[src/design/tdsu_pkg.sv]
// Shared types and constants for the terminal delta screen update block.
`default_nettype none
package tdsu_pkg;

  localparam int unsigned MaxScreenDim = 256;
  localparam int unsigned DimW         = $clog2(MaxScreenDim + 1);
  localparam int unsigned PosW         = $clog2(MaxScreenDim);
  localparam int unsigned ColorW       = 5;
  localparam int unsigned CharW        = 8;
  localparam int unsigned CmdW         = 2;
  localparam int unsigned CfgIdxW      = 1;

  localparam logic [ColorW-1:0] NoColor = ColorW'(16);

  // Register indexes of the configuration port.
  localparam logic [CfgIdxW-1:0] CfgScreenWidth  = 1'b0;
  localparam logic [CfgIdxW-1:0] CfgScreenHeight = 1'b1;

  localparam logic [DimW-1:0] WidthReset  = DimW'(80);
  localparam logic [DimW-1:0] HeightReset = DimW'(25);

  typedef enum logic [CmdW-1:0] {
    CMD_MOVE  = 2'd0,
    CMD_COLOR = 2'd1,
    CMD_CHAR  = 2'd2
  } cmd_e;

  // One bit per result an item may cause; the lowest bit is emitted first.
  typedef struct packed {
    logic end_move;
    logic put_char;
    logic set_color;
    logic move;
    logic clr_color;
  } res_mask_t;

  typedef struct packed {
    res_mask_t          mask;
    logic [PosW-1:0]    col;
    logic [PosW-1:0]    row;
    logic [ColorW-1:0]  fore;
    logic [ColorW-1:0]  back;
    logic [CharW-1:0]   chr;
    logic [PosW-1:0]    last_col;
    logic [PosW-1:0]    last_row;
  } pend_t;

  function automatic logic [DimW-1:0] clamp_dim(logic [DimW-1:0] v);
    logic [DimW-1:0] r;
    if (v == '0) begin
      r = DimW'(1);
    end else if (v > DimW'(MaxScreenDim)) begin
      r = DimW'(MaxScreenDim);
    end else begin
      r = v;
    end
    return r;
  endfunction

endpackage
`default_nettype wire

[src/design/tdsu_diff.sv]
// Cell comparison, position counters and run/colour tracking state.
`default_nettype none
module tdsu_diff (
  input  wire logic                          clk_i,
  input  wire logic                          rst_ni,
  input  wire logic                          accept_i,
  input  wire logic [tdsu_pkg::DimW-1:0]     width_i,
  input  wire logic [tdsu_pkg::DimW-1:0]     height_i,
  input  wire logic [tdsu_pkg::CharW-1:0]    old_char_i,
  input  wire logic [tdsu_pkg::ColorW-1:0]   old_fore_i,
  input  wire logic [tdsu_pkg::ColorW-1:0]   old_back_i,
  input  wire logic [tdsu_pkg::CharW-1:0]    new_char_i,
  input  wire logic [tdsu_pkg::ColorW-1:0]   new_fore_i,
  input  wire logic [tdsu_pkg::ColorW-1:0]   new_back_i,
  output tdsu_pkg::pend_t                    pend_o
);

  logic [tdsu_pkg::PosW-1:0]   col_q, col_d, row_q, row_d;
  logic                        run_q, run_d;
  logic [tdsu_pkg::ColorW-1:0] sfore_q, sfore_d, sback_q, sback_d;

  logic [tdsu_pkg::DimW-1:0]   w, h;
  logic                        row_start, frame_start, row_end, frame_end;
  logic                        changed, run_eff, color_diff;
  logic [tdsu_pkg::ColorW-1:0] sfore_eff, sback_eff;

  always_comb begin
    w           = tdsu_pkg::clamp_dim(width_i);
    h           = tdsu_pkg::clamp_dim(height_i);
    row_start   = (col_q == '0);
    frame_start = row_start && (row_q == '0);
    row_end     = ({1'b0, col_q} + tdsu_pkg::DimW'(1)) >= w;
    frame_end   = row_end && (({1'b0, row_q} + tdsu_pkg::DimW'(1)) >= h);
    changed     = (old_char_i != new_char_i) || (old_fore_i != new_fore_i) ||
                  (old_back_i != new_back_i);
    run_eff     = row_start ? 1'b0 : run_q;
    sfore_eff   = frame_start ? tdsu_pkg::NoColor : sfore_q;
    sback_eff   = frame_start ? tdsu_pkg::NoColor : sback_q;
    color_diff  = (new_fore_i != sfore_eff) || (new_back_i != sback_eff);

    pend_o.mask.clr_color = frame_start;
    pend_o.mask.move      = changed && !run_eff;
    pend_o.mask.set_color = changed && color_diff;
    pend_o.mask.put_char  = changed;
    pend_o.mask.end_move  = frame_end;
    pend_o.col            = col_q;
    pend_o.row            = row_q;
    pend_o.fore           = new_fore_i;
    pend_o.back           = new_back_i;
    pend_o.chr            = new_char_i;
    pend_o.last_col       = tdsu_pkg::PosW'(w - tdsu_pkg::DimW'(1));
    pend_o.last_row       = tdsu_pkg::PosW'(h - tdsu_pkg::DimW'(1));

    run_d   = changed;
    sfore_d = (changed && color_diff) ? new_fore_i : sfore_eff;
    sback_d = (changed && color_diff) ? new_back_i : sback_eff;
    if (row_end) begin
      col_d = '0;
      row_d = frame_end ? '0 : row_q + tdsu_pkg::PosW'(1);
    end else begin
      col_d = col_q + tdsu_pkg::PosW'(1);
      row_d = row_q;
    end
  end

  always_ff @(posedge clk_i or negedge rst_ni) begin
    if (!rst_ni) begin
      col_q   <= '0;
      row_q   <= '0;
      run_q   <= 1'b0;
      sfore_q <= tdsu_pkg::NoColor;
      sback_q <= tdsu_pkg::NoColor;
    end else if (accept_i) begin
      col_q   <= col_d;
      row_q   <= row_d;
      run_q   <= run_d;
      sfore_q <= sfore_d;
      sback_q <= sback_d;
    end
  end

endmodule
`default_nettype wire

[src/design/tdsu_serial.sv]
// Result register that holds one cell's pending results and emits them in order.
`default_nettype none
module tdsu_serial (
  input  wire logic                          clk_i,
  input  wire logic                          rst_ni,
  input  wire logic                          in_valid_i,
  output logic                               in_stall_o,
  output logic                               accept_o,
  input  wire tdsu_pkg::pend_t               pend_i,
  output logic                               out_valid_o,
  input  wire logic                          out_stall_i,
  output logic [tdsu_pkg::CmdW-1:0]          command_o,
  output logic [tdsu_pkg::PosW-1:0]          cursor_col_o,
  output logic [tdsu_pkg::PosW-1:0]          cursor_row_o,
  output logic [tdsu_pkg::ColorW-1:0]        fore_color_o,
  output logic [tdsu_pkg::ColorW-1:0]        back_color_o,
  output logic [tdsu_pkg::CharW-1:0]         out_char_o,
  output logic                               last_of_run_o
);

  tdsu_pkg::pend_t   pend_q;
  tdsu_pkg::res_mask_t mask_q, mask_d, rest;
  tdsu_pkg::cmd_e    cmd;
  logic              out_take;

  always_comb begin
    rest = mask_q & (mask_q - 5'd1);
    out_valid_o   = (mask_q != '0);
    out_take      = out_valid_o && !out_stall_i;
    last_of_run_o = (rest == '0);
    // A new cell enters when the held one is done or its final result leaves now.
    in_stall_o    = out_valid_o && !(out_take && last_of_run_o);
    accept_o      = in_valid_i && !in_stall_o;

    if (accept_o) begin
      mask_d = pend_i.mask;
    end else if (out_take) begin
      mask_d = rest;
    end else begin
      mask_d = mask_q;
    end

    cursor_col_o = '0;
    cursor_row_o = '0;
    fore_color_o = '0;
    back_color_o = '0;
    out_char_o   = '0;
    priority if (mask_q.clr_color) begin
      cmd          = tdsu_pkg::CMD_COLOR;
      fore_color_o = tdsu_pkg::NoColor;
      back_color_o = tdsu_pkg::NoColor;
    end else if (mask_q.move) begin
      cmd          = tdsu_pkg::CMD_MOVE;
      cursor_col_o = pend_q.col;
      cursor_row_o = pend_q.row;
    end else if (mask_q.set_color) begin
      cmd          = tdsu_pkg::CMD_COLOR;
      fore_color_o = pend_q.fore;
      back_color_o = pend_q.back;
    end else if (mask_q.put_char) begin
      cmd        = tdsu_pkg::CMD_CHAR;
      out_char_o = pend_q.chr;
    end else begin
      cmd          = tdsu_pkg::CMD_MOVE;
      cursor_col_o = pend_q.last_col;
      cursor_row_o = pend_q.last_row;
    end
    command_o = cmd;
  end

  always_ff @(posedge clk_i or negedge rst_ni) begin
    if (!rst_ni) begin
      mask_q <= '0;
    end else begin
      mask_q <= mask_d;
    end
  end

  always_ff @(posedge clk_i) begin
    if (accept_o) begin
      pend_q <= pend_i;
    end
  end

endmodule
`default_nettype wire

[src/design/terminal_delta_screen_update.sv]
// Top level of the terminal delta screen update block.
//
//   Channel  Direction  Handshake                  Payload
//   in       input      in_valid_i / in_stall_o    old/new char, fore, back
//   out      output     out_valid_o / out_stall_i  command, cursor, colors, char, last
//   cfg      input      cfg_we_i                   cfg_index_i, cfg_data_i
//
// A cell is compared in the cycle it is accepted and its results (zero to five)
// sit in the result register, leaving one per cycle while out stall is low. The
// next cell is taken in the cycle its predecessor's final result leaves.
// Out stall holds the current result in place.
// Reset clears the counters, the run flag and the sent colours; no result pending.
`default_nettype none
module terminal_delta_screen_update (
  input  wire logic                          clk_i,
  input  wire logic                          rst_ni,
  input  wire logic                          cfg_we_i,
  input  wire logic [tdsu_pkg::CfgIdxW-1:0]  cfg_index_i,
  input  wire logic [tdsu_pkg::DimW-1:0]     cfg_data_i,
  input  wire logic                          in_valid_i,
  output logic                               in_stall_o,
  input  wire logic [tdsu_pkg::CharW-1:0]    old_char_i,
  input  wire logic [tdsu_pkg::ColorW-1:0]   old_fore_i,
  input  wire logic [tdsu_pkg::ColorW-1:0]   old_back_i,
  input  wire logic [tdsu_pkg::CharW-1:0]    new_char_i,
  input  wire logic [tdsu_pkg::ColorW-1:0]   new_fore_i,
  input  wire logic [tdsu_pkg::ColorW-1:0]   new_back_i,
  output logic                               out_valid_o,
  input  wire logic                          out_stall_i,
  output logic [tdsu_pkg::CmdW-1:0]          command_o,
  output logic [tdsu_pkg::PosW-1:0]          cursor_col_o,
  output logic [tdsu_pkg::PosW-1:0]          cursor_row_o,
  output logic [tdsu_pkg::ColorW-1:0]        fore_color_o,
  output logic [tdsu_pkg::ColorW-1:0]        back_color_o,
  output logic [tdsu_pkg::CharW-1:0]         out_char_o,
  output logic                               last_of_run_o
);

  logic [tdsu_pkg::DimW-1:0] width_q, height_q;
  logic                      accept;
  tdsu_pkg::pend_t           pend;

  always_ff @(posedge clk_i or negedge rst_ni) begin
    if (!rst_ni) begin
      width_q  <= tdsu_pkg::WidthReset;
      height_q <= tdsu_pkg::HeightReset;
    end else if (cfg_we_i) begin
      unique case (cfg_index_i)
        tdsu_pkg::CfgScreenWidth:  width_q  <= cfg_data_i;
        tdsu_pkg::CfgScreenHeight: height_q <= cfg_data_i;
        default: ;
      endcase
    end
  end

  tdsu_diff u_diff (
    .clk_i      (clk_i),
    .rst_ni     (rst_ni),
    .accept_i   (accept),
    .width_i    (width_q),
    .height_i   (height_q),
    .old_char_i (old_char_i),
    .old_fore_i (old_fore_i),
    .old_back_i (old_back_i),
    .new_char_i (new_char_i),
    .new_fore_i (new_fore_i),
    .new_back_i (new_back_i),
    .pend_o     (pend)
  );

  tdsu_serial u_serial (
    .clk_i         (clk_i),
    .rst_ni        (rst_ni),
    .in_valid_i    (in_valid_i),
    .in_stall_o    (in_stall_o),
    .accept_o      (accept),
    .pend_i        (pend),
    .out_valid_o   (out_valid_o),
    .out_stall_i   (out_stall_i),
    .command_o     (command_o),
    .cursor_col_o  (cursor_col_o),
    .cursor_row_o  (cursor_row_o),
    .fore_color_o  (fore_color_o),
    .back_color_o  (back_color_o),
    .out_char_o    (out_char_o),
    .last_of_run_o (last_of_run_o)
  );

endmodule
`default_nettype wire
[config.mk]
export PLATFORM = sky130hd
export DESIGN_NAME = terminal_delta_screen_update
export DESIGN_NICKNAME = d
export VERILOG_FILES = /design/src/design/tdsu_pkg.sv /design/src/design/tdsu_diff.sv /design/src/design/tdsu_serial.sv /design/src/design/terminal_delta_screen_update.sv
export SDC_FILE = /design/constraint.sdc
export NUM_CORES = 1
export LEC_CHECK = 0
export ABC_CLOCK_PERIOD_IN_PS = 3350
export BUFFER_PORTS_ARGS = -buffer_cell sky130_fd_sc_hd__buf_2
export CAP_MARGIN = 25
export CORE_ASPECT_RATIO = 0.9
export CORE_MARGIN = 2
export CORE_UTILIZATION = 40
export DETAILED_ROUTE_END_ITERATION = 8
export SYNTH_ARGS = -nofsm -noshare
export SYNTH_HDL_FRONTEND = slang
export SYNTH_SLANG_ARGS = --single-unit
[constraint.sdc]
create_clock -name clk_i -period 3.35 [get_ports clk_i]
set_clock_uncertainty 0.15 [all_clocks]
set_input_delay 0.1675 -clock clk_i [delete_from_list [all_inputs] [get_ports clk_i]]
set_output_delay 0.1675 -clock clk_i [all_outputs]
set_load 0.05 [all_outputs]
== After elaboration in Yosys (flattened, before gate mapping) ==
Index checks and enable logic that the tools add are counted.

* Bits in latches: 0
* Flip-flop bits (word level): 100
* Memory bits (read-only): 0
* Memories kept: 0
* Bits in writable memories: 0

* Bitwise operators: 2
* Add/sub/neg operators: 7
* Div/mod/pow operators: 0
* Magnitude comparators: 4
* Eq/ne operators: 5
* $mul: 0
* Shift operators: 0
* Mux-type cells: 35
* Reduce and logical (&&, ||, !) cells: 25

{| class="wikitable"
|+ Operators by type and width
! cell !! number
|-
| 8-bit 2-to-1 mux || 14
|-
| 5-bit 2-to-1 mux || 12
|-
| 9-bit 2-to-1 mux || 4
|-
| 5-bit inequality test || 4
|-
| 8-bit by 1-bit adder with 9-bit output, second input constant || 2
|-
| 9-bit greater-or-equal comparator || 2
|-
| 9-bit > comparator, second input constant || 2
|-
| 9-bit zero test || 2
|-
| 8-bit by 1-bit adder with 8-bit output, second input constant || 2
|-
| 8-bit zero test || 2
|-
| 8-bit by 1-bit subtractor with 8-bit output, second input constant || 2
|-
| 1-bit logical AND || 8
|-
| 2-bit 2-to-1 mux || 4
|-
| 8-bit inequality test || 1
|-
| 2-bit AND reduction || 3
|-
| 5-bit AND || 1
|-
| 5-bit zero test || 1
|-
| 5-bit nonzero test || 1
|-
| 5-bit by 1-bit subtractor with 5-bit output, second input constant || 1
|-
| 1-bit zero test || 4
|-
| 1-bit logical OR || 3
|-
| 2-bit nonzero test || 1
|-
| 1-bit 2-to-1 mux || 1
|-
| 1-bit inverter || 1
|}

== Logic depth before layout (Yosys ltp) ==
Gate-level depths: netlist of run 1.

* Depth after elaboration: 9
* Depth in mapped cells: 12
* Gate-level depth less buffers: 12

== By module ==
A second synthesis of run 1 with hierarchy kept.

* Cell total of the unflattened synthesis: 508
* Area total of the unflattened synthesis: 5607.9 um^2

{| class="wikitable"
|+ By module, submodules not included
! module !! area each (um^2) !! instances !! seq. area each (um^2) !! cells each
|-
| tdsu_diff || 2720.1 || 1 || 678.2 || 322
|-
| tdsu_serial || 2197.1 || 1 || 1626.6 || 147
|-
| terminal_delta_screen_update || 690.7 || 1 || 456.7 || 39
|}

== Worst setup path before layout of run 1 ==
No wires, ideal clock.

* Path kind: register -> register
* From: register u_diff.col_q[0] in the netlist's numbering
* To: register u_diff.col_q[6] in the netlist's numbering
* Arrival time: 2491 ps
* Cell stages (with the launch flop): 11
* Data required time: 3090 ps
* Path slack: 599 ps
* Period minus slack after synthesis: 2751 ps
* Cell sequence: dfrtp_1 > ha_1 > nand3_1 > nor2_1 > xor2_1 > ha_1 > o21a_1 > o21a_1 > o22a_1 > or2_2 > o41ai_1

* Word-level cells in the longest chain between the ends: 3

{| class="wikitable"
|+ RTL lines
! item !! RTL line !! text
|-
| from (decl) || tdsu_diff.sv:18 || <nowiki>logic [tdsu_pkg::PosW-1:0] col_q, col_d, row_q, row_d;</nowiki>
|-
| from (signal assigned) || tdsu_diff.sv:74 || <nowiki>col_q <= col_d;</nowiki>
|-
| 8-bit by 1-bit adder with 9-bit output || tdsu_diff.sv:32 || <nowiki>row_end = ({1'b0, col_q} + tdsu_pkg::DimW'(1)) >= w;</nowiki>
|-
| 9-bit greater-or-equal comparator || tdsu_diff.sv:32 ||
|-
| 8-bit 2-to-1 mux (*) || tdsu_diff.sv:57 || <nowiki>if (row_end) begin</nowiki>
|}

Mark *: on every way between the ends. The rest lies on a longest branch, timed or not.
A chain may end at the register's enable or synchronous reset.

== Final worst setup path of run 1 ==
Ends and elaborated chain as after synthesis.

==> summary.md, run 1 <==
| Metric | Value |
|---|---|
| DPL Wire Length | 9.44 mm |
| Top cells by count, synth | edfxtp_1, dfrtp_1, nor2_1 |
| Die Area | 14,200 um2 |
| P per Cell Area | 874 nW/um2 |
| Main synth FF type | edfxtp_1 |
| Area Growth Syn to Fin | 23.1% |
| CTS Sinks | 100 |
| Synth Area in Simple Gates | 0.158 |
| RSZ-0062 raised after global routing | no |
| Yosys warnings | 0 |
| Share of cells above drive strength 1 | 0.241 |
| Remaining global-route overflow | 0 |
| Setup violators final | 0 |
| Top cell type's share of synthesized area | 0.282 |
| Met3 Use GR | 0.0450 |
| Final GP Congestion | 0.879 |
| Post-synthesis cell type count | 55 |
| Cells after synthesis | 486 |
| CTS tree | built |
| Max transition margin | 0.385 |
| Core area | 12,800 um2 |
| FILL cells | 1,177 |
| Multi-input logic area | 2410 um2 |
| Max Freq | 0.333 GHz |
| Worst EP required | 3440 ps |
| Share of async-settable or async-resettable flops after synthesis | 0.500 |
| First-pass GRT wire length | 21.7 mm |
| Die Wd | 126 um |
| CTS Buf Count | 9 |
| Setup TNS | 0 ps |
| Crit path max fanout | 8 |
| Leak Pwr | 2.87 nW |
| Final number of hold-violating endpoints | 0 |
| Adder-cell area share of the yosys netlist | 0.0583 |
| Hold Path Class | in -> reg |
| Least-Margin Pin Slew | 922 ps |
| Critical Path End Type | register |
| Yosys reg bits | 100 |
| Post-Syn Area | 5320 um2 |
| I/O Buffers | 89 |
| Vias in the first global route | 4,096 |
| Fin crit share | 0.895 |
| Placed insts | 731 |
| Sequential cell area fraction in the yosys report | 0.519 |
| DRT antenna net count | 0 |
| Clock root buffer | clkbuf_16 |
| Die Ht | 113 um |
| Net Count, Synth | 561 |
| Met1 usage in global routing | 0.271 |
| Iter 0 DRT Violations | 340 |
| FF/Latch Area | 2760 um2 |
| Crit path arrival time | 3080 ps |
| Via density | 5.36 |
| Met2 usage | 0.304 |
| WHS | 38.8 ps |
| Clk Latency, worst-skew pair | 340 ps |
| DRC violations left | 0 |
| WL/cell | 16.8 um |
| Peak VDD IR | 0.352 mV |
| Final Net Count | 681 |
| Final Slew Violations | 0 |
| Max-cap violations | 0 |
| CP startpoint kind | register |
| Antenna violations before repair | 0 |
| DR vias | 4,155 |
| Num ports | 90 |
| Mean Syn Cell Area | 10.9 um2 |
| Post-CTS setup buffer count | 0 |
| Ranking of synthesized cells by area | edfxtp_1, dfrtp_1, ha_1, xnor2_1, mux2_2 |
| CP Class | reg -> reg |
| Status | finished, final reports clean |
| Post-Synth XOR/XNOR Area | 0.0625 |
| # rows | 39 |
| H-tree Lvls | 3 |
| Clock transition at path regs | 70 ps |
| Count leader, synth | edfxtp_1 |
| Largest net degree at the start of global routing | 41 |
| Final cell count without fillers | 775 |
| Tmin final | 3000 ps |
| Total Routing Usage GR | 0.191 |
| Gr busiest metal | met2 |
| Maximum clock insertion buffer count | 2 |
| Largest family of logic cells by synthesized area | simple AND/OR/NAND/NOR gates |
| Post-synth EDFFs | 50 |
| Final WL | 13.1 mm |
| Compound-Gate Fraction of Synth Area | 0.137 |
| Leading area contributor after synthesis | edfxtp_1 |
| DR pass1 iterations | 5 |
| Multiplexer area fraction after synthesis | 0.0360 |
| Initial Utilization | 0.415 |
| Antenna cells | 0 |
==> metal layers <==
layer  share of wire  wire [um]
met3           0.057        744
met2            0.46       6000
met4           0.012        162
met5               0          0
met1            0.47       6150
==> report_power, final <==
part           switching [mW]  leakage, nW  internal, mW
Combinational            1.87         1.65         0.822
Sequential              0.274         1.09          1.73
Clock                   0.442        0.140         0.582
Total                    2.59         2.87          3.14
==> registers in the layout (all words and copies together) (netlist names) <==
name and flops:
u_serial.pend_q 50, height_q 9, width_q 9, u_diff.col_q 8, u_diff.row_q 8, u_diff.sback_q 5
u_diff.sfore_q 5, u_serial.mask_q 5, u_diff.run_q 1
==> placed cells by master (no fill, tap or decap), drive strengths merged, types with 24 or more instances in the layout <==
cell type	n
ha	24
edfxtp	50
buf	97
dfrtp	43
xnor2	27
nor2	42
inv	24
o21ai	25
nand2	38
dlygate4sd3	28
==> worst max-delay path, cell delays in order (launching register included) <==
cell and delay [ps]:
dfrtp_1 480, ha_1 270, nand3_1 160, nor2_1 230
xor2_1 180, ha_1 240, o21a_1 160, o21a_1 160
o22a_2 290, or2_2 340, o41ai_1 230
==> per-stage QoR <==
step	setup slack, ps	instance area [um2]	power, mW	utilization
after detailed placement	301	5970	4.71	0.466
after global placement	402	5970	4.67	0.466
after CTS	274	6550	5.79	0.510
after floorplan	599	5320	3.97	-
final	351	6550	5.72	0.510
after global routing	110	6550	6.11	0.510
==> worst paths after layout <==
check / startpoint / endpoint / slack (ps) / cells after the start
worst max-delay path: u_diff.col_q[0] / u_diff.col_q[6] / 350 / 10
worst min-delay path: out_stall_i / u_serial.mask_q[0] / 40 / 3
worst max register to register: u_diff.col_q[0] / u_diff.col_q[6] / 350 / 10
worst min register to register: u_diff.sback_q[4] / u_diff.sback_q[4] / 330 / 2
max in group asynchronous: rst_ni / u_serial.mask_q[0] / 1980 / 3
min in group asynchronous: rst_ni / height_q[1] / 350 / 2
==> cell families after synthesis <==
| family | after synthesis |
|---|---|
| AO/OA/AOI/OAI | 100 |
| XOR/XNOR | 38 |
| adder cells (fa/ha/maj) | 25 |
| buffers and inverters | 41 |
| flip-flops | 100 |
| multiplexers | 17 |
| AND/OR/NAND/NOR | 165 |
==> area by class of cell <==
type / count / share of cell area
multi-input cells: 345 / 0.368
repair buffers: 125 / 0.120
inverters: 25 / 0.0143
flip-flops and latches: 100 / 0.422
well taps: 164 / 0.0313
clock buffers: 11 / 0.0355
clock inverters: 5 / 0.00917
==> repair_timing <==
| item | in CTS | in global routing |
|---|---|---|
| endpoints found under the hold margin | 72 | 0 |
| hold buffers | 28 | 0 |
| endpoints found under the setup margin | 0 | 1 |
| gates resized for setup | 0 | 1 |
No activity file was read; power rests on OpenSTA's default activity.
==> run 2, diff against run 1 <==
- CORE_ASPECT_RATIO: 0.9 -> 0.6
==> summary.md, run 2 (synthesized netlist as in run 1, its figures left out) <==
| Metric | Value |
|---|---|
| Status | finished, final reports clean |
| Clock transition at path regs | 70 ps |
| Peak VDD IR | 0.348 mV |
| Wire length on met2 | 5.56 mm |
| Initial Utilization | 0.411 |
| Multi-input logic area | 2410 um2 |
| Crit path arrival time | 3180 ps |
| Met3 wire length | 1.06 mm |
| R2R Path Start | u_diff.col_q[0] |
| Commonest non-fill, non-tap cell in the layout | buf_2 |
| Biggest register | u_serial.pend_q |
| WHS | 17.0 ps |
| Core area | 12,900 um2 |
| Least-Margin Pin Slew | 792 ps |
| CTS Buf Count | 9 |
| DPL Wire Length | 10.3 mm |
| Uppermost layer routed | met4 |
| Leak Pwr | 2.89 nW |
| Final cell count without fillers | 781 |
| Critical Path End Type | register |
| Area Growth Syn to Fin | 23.7% |
| Largest net degree at the start of global routing | 42 |
| CTS Sinks | 100 |
| Top Registers | u_serial.pend_q (50), height_q (9), width_q (9) |
| Remaining global-route overflow | 0 |
| Fin crit share | 0.928 |
| Placed insts | 736 |
| Die Ht | 93.3 um |
| Final Net Count | 681 |
| Via density | 5.39 |
| Die Wd | 153 um |
| Antenna violations before repair | 0 |
| Setup violators final | 0 |
| Vias in the first global route | 4,069 |
| RSZ-0062 raised after global routing | no |
| DR pass1 iterations | 6 |
| I/O Buffers | 89 |
| Total Routing Usage GR | 0.201 |
| CP startpoint kind | register |
| Post-CTS setup buffer count | 0 |
| Setup TNS | 0 ps |
| Share of cells above drive strength 1 | 0.242 |
| Total design power | 5.76 mW |
| Final Slew Violations | 0 |
| FF/Latch Area | 2760 um2 |
| Worst EP required | 3420 ps |
| # rows | 32 |
| First-pass GRT wire length | 22.1 mm |
| Final GP Congestion | 0.864 |
| CP Class | reg -> reg |
| Antenna cells | 0 |
| Final WL | 13.8 mm |
| Metal-1 WL | 6.98 mm |
| Clk Latency, worst-skew pair | 340 ps |
| Die Area | 14,300 um2 |
| H-tree Lvls | 3 |
| Num ports | 90 |
| Final number of hold-violating endpoints | 0 |
| Hold Path Class | in -> async |
| Max-cap violations | 0 |
| DRT antenna net count | 0 |
| Crit path max fanout | 8 |
| Max transition margin | 0.472 |
| FILL cells | 1,170 |
| Tmin final | 3110 ps |
| Max Freq | 0.322 GHz |
| Most frequent cells in the layout | buf_2, edfxtp_1, dfrtp_1, nor2_1, nand2_1 |
| WL/cell | 17.6 um |
| Maximum clock insertion buffer count | 2 |
| DR vias | 4,208 |
| P per Cell Area | 875 nW/um2 |
| CTS tree | built |
| Iter 0 DRT Violations | 434 |
| Crit path launch | u_diff.col_q[0] |
| DRC violations left | 0 |
| Clock root buffer | clkbuf_16 |
| Number of flip-flops in the largest register | 50 |
run 2: changes by cell type in the layout (fill, tap and decap cells not counted):
cell / delta
buf_12: +2
buf_4: -2
bufinv_16: -1
clkbuf_1: -1
clkbuf_16: +1
clkbuf_4: +1
clkbuf_8: +1
clkinv_4: -1
clkinvlp_4: -1
inv_4: +2
inv_6: -1
run 2: power by group:
group	leakage, nW	switching (mW)	total [mW]	internal [mW]
Sequential	1.09	0.277	2.01	1.73
Clock	0.149	0.431	1.01	0.578
Combinational	1.65	1.91	2.74	0.831
run 2: stage by stage:
stage          worst slack (ps)  instance area [um2]  utilization
2_1_floorplan               599                 5320            -
3_3_place_gp                421                 5980        0.463
3_5_place_dp                238                 5980        0.463
4_1_cts                     199                 6560        0.507
5_1_grt                    1.34                 6580        0.509
6_report                    240                 6580        0.509
run 2: layout make-up:
type / instances / share of cell area
tap: 170 / 0.0323
multi-input combinational: 345 / 0.366
clock buffer: 13 / 0.0418
inverter: 25 / 0.0143
clock inverter: 3 / 0.00266
sequential: 100 / 0.420
timing repair buffer: 125 / 0.123
run 2: critical path: stages, from the launching register on:
cell and delay [ps]:
dfrtp_1 480, ha_1 290, nand3_1 170, nor2_1 230, xor2_1 190, ha_1 260, o21a_1 170, o21a_1 160
o22a_2 280, or2_2 330, o41ai_1 280
run 2: final timing paths:
check / endpoint / slack, ps / depth (start not counted)
worst max-delay path: u_diff.col_q[6] / 240 / 10
min in group clk_i: u_serial.mask_q[0] / 40 / 3
worst min register to register: u_diff.sback_q[4] / 330 / 2
max in group asynchronous: u_diff.sfore_q[4] / 2320 / 4
worst min-delay path: u_diff.row_q[1] / 20 / 2
worst max register to register: u_diff.col_q[6] / 240 / 10
run 2: what timing repair did:
item                                   in CTS  in global routing
endpoints found under the hold margin      73                  0
resized for setup                           0                  2
hold buffers                               28                  0
setup endpoints to repair                   0                  3
run 2: metal layers:
metal | vias to the layer above | GRT usage
met4 | 0 | 0.0502
li1 | 2015 | -
met1 | 2027 | 0.312
met2 | 152 | 0.280
met5 | - | 0
met3 | 14 | 0.0473
==> run 3, diff against run 2 <==
- RECOVER_POWER: unset -> 100
==> summary.md, run 3 (synthesized netlist as in run 1, its figures left out) <==
| Metric | Value |
|---|---|
| Clk Latency, worst-skew pair | 340 ps |
| Number of flip-flops in the largest register | 50 |
| Final cell count without fillers | 781 |
| Core area | 12,900 um2 |
| # rows | 32 |
| Total design power | 5.65 mW |
| CP Class | reg -> reg |
| Post-CTS setup buffer count | 0 |
| Die Area | 14,300 um2 |
| Commonest non-fill, non-tap cell in the layout | clkbuf_1 |
| Vias in the first global route | 4,069 |
| Final number of hold-violating endpoints | 0 |
| DRT antenna net count | 0 |
| H-tree Lvls | 3 |
| Iter 0 DRT Violations | 412 |
| Clock root buffer | clkbuf_16 |
| Die Wd | 153 um |
| Max Freq | 0.320 GHz |
| Critical R2R Capture | u_diff.col_q[3] |
| Final Net Count | 681 |
| Initial Utilization | 0.411 |
| DR pass1 iterations | 5 |
| First-pass GRT wire length | 22.1 mm |
| Tmin final | 3130 ps |
| WHS | 10.6 ps |
| CTS Buf Count | 9 |
| Fin crit share | 0.934 |
| Biggest register | u_serial.pend_q |
| Setup TNS | 0 ps |
| CTS tree | built |
| Least-Margin Pin Slew | 2220 ps |
| CTS Sinks | 100 |
| Peak VDD IR | 0.333 mV |
| Reg-to-reg setup timing slack | 220 ps |
| Violated checks | capacitance limit, slew limit |
| Most frequent cells in the layout | clkbuf_1, edfxtp_1, dfrtp_1, nor2_1, nand2_1 |
| Placed insts | 736 |
| WL/cell | 17.6 um |
| Area post-placement | 5980 um2 |
| Critical Path End Type | register |
| Final WL | 13.7 mm |
| Maximum clock insertion buffer count | 2 |
| Top Registers | u_serial.pend_q (50), height_q (9), width_q (9) |
| FILL cells | 1,217 |
| Share of cells above drive strength 1 | 0.133 |
| Post-route cell area | 6440 um2 |
| Reg2Reg Depth | 11 |
| Worst path cell trace | ha_1, nand3_1, nor2_1, xor2_1, ha_1, o21a_1, o21a_1, o22a_2, clkbuf_1, nor2_1, a22o_1 |
| Worst EP required | 3470 ps |
| CP max stage cell | dfrtp_1 |
| Max-cap violations | 1 |
| Crit path max fanout | 8 |
| Leak Pwr | 2.66 nW |
| Final GP Congestion | 0.864 |
| Slowest Stage Delay on Critical Path | 490 ps |
| Die Ht | 93.3 um |
| Total Routing Usage GR | 0.201 |
| Hold Path Class | in -> async |
| Via density | 5.45 |
| Antenna cells | 0 |
| CP startpoint kind | register |
| Status | finished, violations left |
| Crit path arrival time | 3250 ps |
| Antenna violations before repair | 0 |
| DPL Wire Length | 10.3 mm |
| Clock transition at path regs | 70 ps |
| Remaining global-route overflow | 0 |
| Area Growth Syn to Fin | 20.9% |
| Largest net degree at the start of global routing | 42 |
| DRC violations left | 0 |
| Final Slew Violations | 41 |
| RSZ-0062 raised after global routing | no |
| Num ports | 90 |
| DR vias | 4,256 |
| R2R Path Start | u_diff.col_q[0] |
| Setup violators final | 0 |
| Max transition margin | -0.481 |
| P per Cell Area | 877 nW/um2 |
| I/O Buffers | 89 |
[run 3: cell types whose count changed in the layout (fill, tap and decap cells not counted), moves of 2 or more]
cell | before | now
buf_12 | 2 | 0
clkbuf_1 | 1 | 64
clkbuf_2 | 0 | 3
buf_2 | 89 | 29
buf_4 | 6 | 1
[run 3: cell type report]
| type | count | area (um2) | share of cell area |
|---|---|---|---|
| tap | 170 | 213 | 0.0330 |
| sequential | 100 | 2760 | 0.429 |
| clock inverter | 3 | 17.5 | 0.00272 |
| inverter | 25 | 93.8 | 0.0146 |
| multi-input combinational | 345 | 2380 | 0.370 |
| timing repair buffer | 125 | 696 | 0.108 |
| clock buffer | 13 | 275 | 0.0428 |
[run 3: worst max-delay path by stage]
| stage | endpoint | slack [ps] | from |
|---|---|---|---|
| 6_report | u_diff.col_q[3] | 220 | u_diff.col_q[0] |
| 5_1_grt | u_diff.col_q[6] | 2 | u_diff.col_q[0] |
| 4_1_cts | u_diff.row_q[6] | 200 | width_q[3] |
| 3_5_place_dp | u_diff.row_q[5] | 240 | width_q[3] |
| 3_3_place_gp | u_diff.row_q[6] | 420 | width_q[3] |
| 2_1_floorplan | u_diff.col_q[6] | 600 | u_diff.col_q[0] |
[run 3: critical path: cells and delay by family, from the launching register on]
kind	cells	cell delay [ps]
xor gates and xnor gates	1	190
and+or+nand+nor	3	720
adders and majority gates	2	550
AOI/OAI and AO/OA	4	800
buffers and inverters	1	160
DFF	1	490
[run 3: routing by layer]
layer | track usage | up-vias | wire (um)
met1 | 0.312 | 2056 | 7000
met2 | 0.280 | 161 | 5580
met5 | 0 | - | 0
met4 | 0.0502 | 0 | 171
li1 | - | 2023 | -
met3 | 0.0473 | 16 | 984
[run 3: stage by stage]
stage / util / setup WS (ps)
after global routing: 0.498 / 1.74
after global placement: 0.463 / 421
after detailed placement: 0.463 / 238
final: 0.498 / 221
after floorplan: - / 599
after CTS: 0.507 / 199
[run 3: repair_timing]
action,CTS,global route
hold endpoints to repair,73,0
resized for setup,0,2
hold buffers,28,0
setup endpoints to repair,0,3
[run 3: power breakdown]
part	switching [mW]	internal, mW
Sequential	0.275	1.73
Combinational	1.90	0.729
Clock	0.429	0.578
